===== config.mk =====
export PLATFORM = sky130hd
export DESIGN_NAME = priority_token_admission_queue_top
export DESIGN_NICKNAME = d
export VERILOG_FILES = /design/src/rtl/ptaq_pkg.sv /design/src/rtl/ptaq_wait_fifo.sv /design/src/rtl/ptaq_admit.sv /design/src/rtl/priority_token_admission_queue_top.sv
export SDC_FILE = /design/constraint.sdc
export NUM_CORES = 1
export LEC_CHECK = 0
export BUFFER_PORTS_ARGS = -buffer_cell sky130_fd_sc_hd__clkbuf_2
export CELL_PAD_IN_SITES_DETAIL_PLACEMENT = 2
export CELL_PAD_IN_SITES_GLOBAL_PLACEMENT = 2
export CORE_ASPECT_RATIO = 1.1
export CORE_MARGIN = 8
export CORE_UTILIZATION = 48
export DETAILED_ROUTE_END_ITERATION = 8
export PLACE_DENSITY = 0.93
export SYNTH_ARGS = -nofsm -noshare
export SYNTH_HDL_FRONTEND = slang
export SYNTH_SLANG_ARGS = --single-unit

===== constraint.sdc =====
create_clock -name clk -period 6.93 [get_ports clk]
set_input_delay 1.0395 -clock clk [delete_from_list [all_inputs] [get_ports clk]]
set_output_delay 1.0395 -clock clk [all_outputs]
set_load 0.01 [all_outputs]

===== src/rtl/ptaq_pkg.sv =====
package ptaq_pkg;

  // Waiter queue geometry
  localparam int WAIT_DEPTH = 16;
  localparam int WAIT_AW    = (WAIT_DEPTH > 1) ? $clog2(WAIT_DEPTH) : 1;
  localparam int CNT_W      = $clog2(WAIT_DEPTH + 1);

  // Requester ids keep only this many low bits
  localparam int ID_BITS = 8;

  // Field widths fixed by the interface
  localparam int REQ_ID_W = 8;
  localparam int TOKEN_W  = 10;

  localparam logic [TOKEN_W-1:0] MAX_INFLIGHT_RST = TOKEN_W'(16);

  localparam logic OP_ACQUIRE = 1'b0;
  localparam logic OP_RELEASE = 1'b1;

  typedef enum logic [2:0] {
    ST_GRANTED = 3'd0,
    ST_QUEUED  = 3'd1,
    ST_DROPPED = 3'd2,
    ST_FULL    = 3'd3,
    ST_FREED   = 3'd4,
    ST_HANDED  = 3'd5,
    ST_REL_ERR = 3'd6
  } status_t;

  typedef struct packed {
    logic                op;
    logic                read_ahead;
    logic [REQ_ID_W-1:0] requester_id;
  } in_req_t;

  typedef struct packed {
    status_t             status;
    logic [REQ_ID_W-1:0] granted_id;
    logic [TOKEN_W-1:0]  tokens_held;
  } out_rsp_t;

  // Admission logic -> waiter queue
  typedef struct packed {
    logic               push;
    logic               pop;
    logic [ID_BITS-1:0] push_id;
  } fifo_ctl_t;

  // Waiter queue -> admission logic
  typedef struct packed {
    logic               empty;
    logic               full;
    logic [ID_BITS-1:0] head_id;
  } fifo_sts_t;

endpackage


===== src/rtl/ptaq_wait_fifo.sv =====
module ptaq_wait_fifo (
  input  logic               clk,
  input  logic               rst_n,
  input  ptaq_pkg::fifo_ctl_t ctl,
  output ptaq_pkg::fifo_sts_t sts
);
  import ptaq_pkg::*;

  logic [ID_BITS-1:0] ids_r [WAIT_DEPTH];
  logic [WAIT_AW-1:0] head_r, head_nxt;
  logic [WAIT_AW-1:0] tail_r, tail_nxt;
  logic [CNT_W-1:0]   cnt_r, cnt_nxt;

  // Pointer advance with wrap at the queue depth
  always_comb begin
    head_nxt = head_r;
    tail_nxt = tail_r;
    cnt_nxt  = cnt_r;
    if (ctl.pop) begin
      head_nxt = (head_r == WAIT_AW'(WAIT_DEPTH - 1)) ? '0 : head_r + 1'b1;
    end
    if (ctl.push) begin
      tail_nxt = (tail_r == WAIT_AW'(WAIT_DEPTH - 1)) ? '0 : tail_r + 1'b1;
    end
    case ({ctl.push, ctl.pop})
      2'b10:   cnt_nxt = cnt_r + 1'b1;
      2'b01:   cnt_nxt = cnt_r - 1'b1;
      default: cnt_nxt = cnt_r;
    endcase
  end

  always_ff @(posedge clk) begin
    if (!rst_n) begin
      head_r <= '0;
      tail_r <= '0;
      cnt_r  <= '0;
    end else begin
      head_r <= head_nxt;
      tail_r <= tail_nxt;
      cnt_r  <= cnt_nxt;
    end
  end

  // Id storage, no reset: entries are read only after being written
  always_ff @(posedge clk) begin
    if (ctl.push) begin
      ids_r[tail_r] <= ctl.push_id;
    end
  end

  assign sts.empty   = (cnt_r == '0);
  assign sts.full    = (cnt_r == CNT_W'(WAIT_DEPTH));
  assign sts.head_id = ids_r[head_r];

`ifndef SYNTHESIS
  a_no_push_full: assert property (@(posedge clk) disable iff (!rst_n)
    ctl.push |-> !sts.full) else $error("push into full waiter queue");

  a_no_pop_empty: assert property (@(posedge clk) disable iff (!rst_n)
    ctl.pop |-> !sts.empty) else $error("pop from empty waiter queue");

  a_cnt_inc: assert property (@(posedge clk) disable iff (!rst_n)
    (ctl.push && !ctl.pop) |=> (cnt_r == $past(cnt_r) + 1'b1))
    else $error("waiter count did not follow push");

  a_ptr_match: assert property (@(posedge clk) disable iff (!rst_n)
    (sts.empty || sts.full) |-> (head_r == tail_r))
    else $error("pointers disagree with count");
`endif

endmodule


===== src/rtl/ptaq_admit.sv =====
module ptaq_admit (
  input  logic                                fire,
  input  ptaq_pkg::in_req_t                   req,
  input  logic [ptaq_pkg::TOKEN_W-1:0]        tokens,
  input  logic [ptaq_pkg::TOKEN_W-1:0]        max_inflight,
  input  ptaq_pkg::fifo_sts_t                 fsts,
  output ptaq_pkg::fifo_ctl_t                 fctl,
  output logic [ptaq_pkg::TOKEN_W-1:0]        tokens_nxt,
  output ptaq_pkg::out_rsp_t                  rsp
);
  import ptaq_pkg::*;

  logic [TOKEN_W:0]   tokens_inc;
  logic               grant;
  logic [ID_BITS-1:0] req_id;

  assign tokens_inc = {1'b0, tokens} + 1'b1;
  assign req_id     = req.requester_id[ID_BITS-1:0];

  // Low priority needs two free tokens and an empty queue
  assign grant = req.read_ahead ? ((tokens_inc < {1'b0, max_inflight}) && fsts.empty)
                                : (tokens < max_inflight);

  always_comb begin
    fctl.push    = 1'b0;
    fctl.pop     = 1'b0;
    fctl.push_id = req_id;
    tokens_nxt   = tokens;
    rsp.status   = ST_REL_ERR;
    rsp.granted_id = '0;
    case (req.op)
      OP_ACQUIRE: begin
        if (grant) begin
          tokens_nxt     = tokens_inc[TOKEN_W-1:0];
          rsp.status     = ST_GRANTED;
          rsp.granted_id = REQ_ID_W'(req_id);
        end else if (req.read_ahead) begin
          rsp.status = ST_DROPPED;
        end else if (fsts.full) begin
          rsp.status = ST_FULL;
        end else begin
          fctl.push  = fire;
          rsp.status = ST_QUEUED;
        end
      end
      OP_RELEASE: begin
        if (tokens == '0) begin
          rsp.status = ST_REL_ERR;
        end else if (!fsts.empty) begin
          // token passes straight to the oldest waiter
          fctl.pop       = fire;
          rsp.status     = ST_HANDED;
          rsp.granted_id = REQ_ID_W'(fsts.head_id);
        end else begin
          tokens_nxt = tokens - 1'b1;
          rsp.status = ST_FREED;
        end
      end
      default: begin
        rsp.status = ST_REL_ERR;
      end
    endcase
    rsp.tokens_held = tokens_nxt;
  end

endmodule


===== src/rtl/priority_token_admission_queue_top.sv =====
// Pipeline: a request accepted into the input register moves on to the result
//   register when that register is free, and its result is offered from there.
// Throughput: one request per cycle while out_stall is low; the input register
//   and the result register each hold one request.
// Reset (rst_n low, synchronous): tokens in use, queue pointers and valid flags
//   clear, max_inflight returns to 16; waiter id storage is not cleared.
module priority_token_admission_queue_top (
  input  logic                          clk,
  input  logic                          rst_n,
  input  logic                          in_valid,
  output logic                          in_stall,
  input  ptaq_pkg::in_req_t             in_req,
  output logic                          out_valid,
  input  logic                          out_stall,
  output ptaq_pkg::out_rsp_t            out_rsp,
  input  logic                          cfg_we,
  input  logic [ptaq_pkg::TOKEN_W-1:0]  cfg_wdata
);
  import ptaq_pkg::*;

  logic               in_valid_r;
  in_req_t            in_req_r;
  logic               out_valid_r;
  out_rsp_t           out_rsp_r;
  logic [TOKEN_W-1:0] tokens_r, tokens_nxt;
  logic [TOKEN_W-1:0] max_r;
  logic               adv;
  logic               fire;
  out_rsp_t           rsp;
  fifo_ctl_t          fctl;
  fifo_sts_t          fsts;

  // Result register frees up when empty or taken
  assign adv      = !out_valid_r || !out_stall;
  assign fire     = adv && in_valid_r;
  assign in_stall = in_valid_r && !adv;

  always_ff @(posedge clk) begin
    if (!rst_n) begin
      in_valid_r  <= 1'b0;
      out_valid_r <= 1'b0;
      tokens_r    <= '0;
      max_r       <= MAX_INFLIGHT_RST;
    end else begin
      if (!in_stall) begin
        in_valid_r <= in_valid;
      end
      if (adv) begin
        out_valid_r <= in_valid_r;
      end
      if (fire) begin
        tokens_r <= tokens_nxt;
      end
      if (cfg_we) begin
        max_r <= cfg_wdata;
      end
    end
  end

  // Payload registers
  always_ff @(posedge clk) begin
    if (in_valid && !in_stall) begin
      in_req_r <= in_req;
    end
    if (fire) begin
      out_rsp_r <= rsp;
    end
  end

  ptaq_admit u_admit (
    .fire         (fire),
    .req          (in_req_r),
    .tokens       (tokens_r),
    .max_inflight (max_r),
    .fsts         (fsts),
    .fctl         (fctl),
    .tokens_nxt   (tokens_nxt),
    .rsp          (rsp)
  );

  ptaq_wait_fifo u_wait_fifo (
    .clk   (clk),
    .rst_n (rst_n),
    .ctl   (fctl),
    .sts   (fsts)
  );

  assign out_valid = out_valid_r;
  assign out_rsp   = out_rsp_r;

`ifndef SYNTHESIS
  a_tokens_match: assert property (@(posedge clk) disable iff (!rst_n)
    fire |=> (out_rsp_r.tokens_held == tokens_r))
    else $error("reported tokens differ from token counter");

  a_handoff_keeps_tokens: assert property (@(posedge clk) disable iff (!rst_n)
    fctl.pop |=> (tokens_r == $past(tokens_r)))
    else $error("token count changed on handoff to waiter");

  a_fifo_idle: assert property (@(posedge clk) disable iff (!rst_n)
    !fire |-> (!fctl.push && !fctl.pop))
    else $error("waiter queue moved without a request");
`endif

endmodule


==> flow_summary.toml, run 1 <==
[global_routing]
grt-ovfl-total = 0
grt_pass1_wl_um = 41400
grt_pass1_vias = 6308
track_usage = 0.248
grt_max_degree = 33
antenna_found_initial = 0

[clocking]
clk_pin_slew_ps = 80
hold_buffers = 0
cts_tree = "yes"
cts-resized-gates = 0
cts.path.max_buffers = 2
clockRootBuffer = "clkbuf_16"
postCtsSetupRepairBufs = 0
cts_made_buffers = 17
htree_num_levels = 4
clk_latency_ps = 440
clock_sinks = 198

[setup_path]
startpoint_type = "flip-flop"
crit_slowest_cell = "a21oi_4"
cp_slowest_stage_delay_ps = 740
cp.arrival_ps = 4530
cp_max_fo = 28
rrSetupSlack_ps = 2570
cp-end-kind = "flip-flop"
cp_cell_sequence = "and4_4, nand2_1, nor3_1, nand3_1, xnor2_1, ha_1, nand3_1, nand4b_1, a311oi_2, o21ai_2, a21oi_4, a22oi_1, xnor2_1"
required_ps = 7100
path_buf_inv = 0
cp_num_cells = 13
worst-r2r-cell-count = 13
path_delay_family = "compound AO/OA/AOI/OAI gates"
r2r_start = "tokens_r[2]"
rr_endpoint = "out_rsp[2]"
path_class = "flip-flop to flip-flop"

[power_and_ir_drop]
pwr_density_cell_nw_per_um2 = 272
p_leak_nw = 3.49
ir_drop_mv = 0.174

[timing]
setup_viol = 0
finalHoldWorstSlack_ps = 500
fmax_mhz = 229
finalClockSkew_ps = 14.5
setup-tns-final_ps = 0
min_period_ps = 4360
slew_violations = 0
relSlewSlack = 0.257
tightest_slew_ps = 1110
finalCritPeriodShare = 0.630
rsz0062_at_grt = "no"
report.final.hold_viol_count = 0

[floorplan]
die_w_um = 145
core_um2 = 18200
die_height_um = 158
start_util = 0.484
num_io_pins = 48
num_rows = 52
fp.dieArea_um2 = 22900

[synth]
synth-edff-count = 159
avgSynthCellArea_um2 = 14.7
netlist.area_leader.share = 0.544
syn_area_um2 = 8780
ys_warn_count = 0
synth_largest_area_cell = "edfxtp_1"
synth-seq-area-share = 0.633
yosysMostFrequentCell = "edfxtp_1"
synth_seq_cells = 198
synth_common_cells = "159 x edfxtp_1, 46 x nand2_1, 40 x mux4_2, 39 x dfxtp_1, 31 x nor2_1"
async_flop_share = 0
ys_top_cells_by_area = "edfxtp_1 54%, mux4_2 10%, dfxtp_1 8.9%, ha_1 4.0%, nand2_1 2.0%"
synth_cell_types = 65
synthCells = 599
synth_fp_nets = 653
ys.flop_type = "edfxtp_1"

[finish]
seq_area_um2 = 5560
area_growth_pct = 11.5
drive_above_1_share = 0.217
n_antenna_cell = 0
stdcell_area_um2 = 9790
nFillCells = 1644
multiInputGateArea_um2 = 2980
num-nets-final = 696

[route]
drt_iter0_drc = 372
drc = 0
wl_um = 27500
wl_per_cell_um = 30.7
ant_nets = 0
viasPerCell = 6.21
first_pass_iters = 5
vias = 5574

[worst_hold_path]
worstHoldStart = "max_r[2]"
worstHoldPathType = "flip-flop to flip-flop"
hold_end = "max_r[2]"
hold_depth = 2

[placed_design]
place.gp.congestion = 0.853
dpl_cell_area_um2 = 9240
port_buffers = 47
dpl.hpwl_um = 19200

[status]
status = "finished clean"

[flow_run]
drv_cap = 0
==> worst reg2reg max path: stages, from the launching register on <==
cell and delay, ps:
dfxtp_1 650, and4_4 340, nand2_1 60, nor3_1 310
nand3_1 160, xnor2_1 300, ha_1 330, nand3_1 120
nand4b_1 120, a311oi_2 310, o21ai_2 160, a21oi_4 740
a22oi_1 270, xnor2_1 210
==> placed cells by master (no fill, tap or decap), drive strengths merged, types with 27 or more instances in the layout <==
| master | n |
|---|---|
| edfxtp | 159 |
| o21ai | 29 |
| nand2 | 46 |
| nor2 | 31 |
| dfxtp | 39 |
| ha | 28 |
| clkbuf | 65 |
| a21oi | 27 |
| inv | 35 |
| mux4 | 40 |
==> flip-flops by register name (all words and copies together), names as in the netlist, named ones only <==
register and count:
in_req_r 10, in_valid_r 1, max_r 10, out_rsp 21, out_valid 1, tokens_r 10
u_wait_fifo.cnt_r 5, u_wait_fifo.head_r 4, u_wait_fifo.ids_r 128, u_wait_fifo.tail_r 4
==> worst max-delay path by stage <==
stage,to,slack [ps],from
floorplan,u_wait_fifo.ids_r[0][0],3830,out_stall
detailed placement,u_wait_fifo.cnt_r[4],2700,tokens_r[0]
finish,out_rsp[2],2570,tokens_r[2]
CTS,u_wait_fifo.cnt_r[4],2570,tokens_r[1]
global route,u_wait_fifo.cnt_r[4],2280,tokens_r[1]
global placement,out_rsp[2],3030,tokens_r[2]
==> layout make-up <==
| class | instances | area share |
|---|---|---|
| clock buffers | 18 | 0.0449 |
| clock inverters | 14 | 0.0119 |
| inverters | 29 | 0.0111 |
| multi-input cells | 342 | 0.304 |
| flip-flops and latches | 198 | 0.568 |
| well taps | 243 | 0.0311 |
| repair buffers | 54 | 0.0294 |
==> kinds of logic (layout without fill, tap and decap cells) <==
kind of cell	after synthesis	after routing	share of synthesized area
flops	198	198	0.633
simple gates	144	144	0.0882
compound gates	100	100	0.0752
buf+inv	59	115	0.0281
mux	54	54	0.119
fa+ha+maj	29	29	0.0422
xor+xnor	15	15	0.0150
==> stage by stage <==
step / worst slack, ps / util / power (W) / std cells
CTS: 2570 / 0.539 / 0.00267 / 898
global route: 2280 / 0.539 / 0.00274 / 898
floorplan: 3830 / - / 0.00160 / 599
global placement: 3030 / 0.509 / 0.00168 / 866
detailed placement: 2700 / 0.509 / 0.00173 / 866
finish: 2570 / 0.539 / 0.00267 / 898
==> power breakdown <==
group | internal (W) | switching (W) | total (W)
combinational | 0.000121 | 0.000227 | 0.000348
sequential | 0.00132 | 0.0000504 | 0.00137
clock | 0.000478 | 0.000470 | 0.000948
total | 0.00192 | 0.000747 | 0.00267
==> per-layer routing <==
| metal | up-vias | global-route usage | wire (µm) |
|---|---|---|---|
| met2 | 211 | 0.467 | 15000 |
| met1 | 2888 | 0.256 | 10100 |
| met5 | - | 0 | 0 |
| met3 | 82 | 0.0475 | 1230 |
| met4 | 0 | 0.137 | 1260 |
| li1 | 2393 | - | - |
(Power assumes the default switching activity.)
==> inputs of run 2 (changes only) <==
CORE_UTILIZATION = 40   (was 48)
PLACE_DENSITY = 0.83   (was 0.93)
clock period = 3.8 ns   (was 6.93 ns; I/O delays follow)
==> run 2 against run 1 <==
Effect of this change:
- combinational power increased by 95%
- utilization shrank 7.8 points
- via count shrank 1.3%
- critical path type unchanged
- total power up 85%
- wire length shrank 5.6%
- critical endpoint is now out_rsp[1]
- global-route usage decreased by 4.4 points
- largest power group unchanged
- worst setup slack worse by 2300 ps
- non-clock buffer count increased by 17
- fmax is 24% higher
==> flow_summary.toml, run 2 (synthesized netlist as in run 1, its figures left out) <==
[clocking]
cts_tree = "yes"
clk_latency_ps = 450
cts.path.max_buffers = 2
clockRootBuffer = "clkbuf_16"
clk_pin_slew_ps = 80
clock_sinks = 198
htree_num_levels = 4
cts_made_buffers = 17

[placed_design]
place.gp.congestion = 0.859
dpl.hpwl_um = 17700
port_buffers = 47
place_ws_ps = 101

[power_and_ir_drop]
ir_drop_mv = 0.305
power_w = 0.00494
power_frac_clock = 0.361
pwr_density_cell_nw_per_um2 = 491
power.net_switching_w = 0.00140
internal_power_w = 0.00354
p_sw_frac = 0.284
p_leak_nw = 3.62
pwr-share-seq = 0.502
p_comb_frac = 0.137

[floorplan]
core_um2 = 21800
die_height_um = 171
num_io_pins = 48
num_rows = 57
fp.dieArea_um2 = 27000
die_w_um = 157
start_util = 0.402

[finish]
area_growth_pct = 14.6
drive_above_1_share = 0.247
largest_reg_flops = 128
largest-register = "u_wait_fifo.ids_r"
final_cell_mix = "159 x edfxtp_1, 47 x clkbuf_2, 46 x nand2_1"
num-nets-final = 713
nFillCells = 2121
n_antenna_cell = 0
final_common_cell = "edfxtp_1"

[setup_path]
cp_cell_sequence = "and4_4, nand2_1, nor3_1, nand3_1, xnor2_2, ha_1, nand2_1, nand4b_1, a311oi_2, o21ai_2, a21oi_4, buf_12, mux2i_1, a21oi_1"
startpoint_type = "flip-flop"
worst_path_most_repeated_cell = "nand2_1"
cp_max_fo = 11
cp_slowest_stage_delay_ps = 460
cp-end-kind = "flip-flop"
crit_slowest_cell = "dfxtp_2"
path_class = "flip-flop to flip-flop"
path_delay_family = "simple AND/OR/NAND/NOR gates"
cp.arrival_ps = 3680
path_buf_inv = 1
required_ps = 3950

[timing]
report.final.hold_viol_count = 0
setup_viol = 0
min_period_ps = 3530
finalClockSkew_ps = 14.3
rsz0062_at_grt = "no"
slew_violations = 0
fmax_mhz = 283
tightest_slew_ps = 1100
setup_ws_ps = 271
finalCritPeriodShare = 0.929
relSlewSlack = 0.261
setup-tns-final_ps = 0

[route]
wl_per_cell_um = 26.9
drc = 0
first_pass_iters = 4
ant_nets = 0
viasPerCell = 5.69
vias = 5501
drt_iter0_drc = 435
wl_um = 26000

[global_routing]
grt_pass1_wl_um = 39500
grt_max_degree = 33
antenna_found_initial = 0
grt_pass1_vias = 6181
grt-ovfl-total = 0
track_usage = 0.204

[flow_run]
drv_cap = 0

[status]
status = "finished clean"

[worst_hold_path]
worstHoldPathType = "input pin to flip-flop"
## run 2: layout make-up
type,instances,area [µm²],area share
Clock inverter,14,150,0.0149
Timing Repair Buffer,71,440,0.0438
Multi-Input combinational cell,342,3010,0.299
Tap cell,295,369,0.0367
Sequential cell,198,5560,0.552
Inverter,29,109,0.0108
Clock buffer,17,425,0.0423
## run 2: metal layers
layer / part of all wire / vias to the layer above / track usage / routed length, µm
met5: 0 / - / 0 / 0
met4: 0.034 / 0 / 0.0899 / 880
met3: 0.034 / 53 / 0.0410 / 896
met2: 0.54 / 131 / 0.368 / 14100
met1: 0.39 / 2882 / 0.230 / 10200
li1: - / 2435 / - / -
## run 2: final timing paths
path	endpoint	from	slack [ps]	cells past startpoint
worst max-delay path	out_rsp[1]	tokens_r[5]	270	14
worst min-delay path	in_req_r[4]	in_req[4]	300	1
worst max register to register	out_rsp[1]	tokens_r[5]	270	14
worst min register to register	max_r[3]	max_r[3]	500	2
## run 2: timing repair
action,in CTS,in global routing
resized for setup,0,4
pin swaps,1,0
endpoints found under the setup margin,12,16
setup buffers,4,0
hold buffers,0,0
## run 2: power groups by stage
stage / registers [W] / logic (W) / clock network [W]
final: 0.00248 / 0.000678 / 0.00178
after global routing: 0.00249 / 0.000726 / 0.00190
after CTS: 0.00248 / 0.000659 / 0.00182
after detailed placement: 0.00253 / 0.000622 / 0
after global placement: 0.00252 / 0.000573 / 0
after floorplan: 0.00251 / 0.000409 / 0
## run 2: per-stage QoR
stage / hold WS, ps / cells / cell area (µm²) / utilization
2_1_floorplan: 424 / 599 / 8780 / -
3_3_place_gp: 464 / 931 / 9440 / 0.432
3_5_place_dp: 486 / 931 / 9440 / 0.432
4_1_cts: 279 / 966 / 10100 / 0.461
5_1_grt: 276 / 966 / 10100 / 0.461
6_report: 297 / 966 / 10100 / 0.461
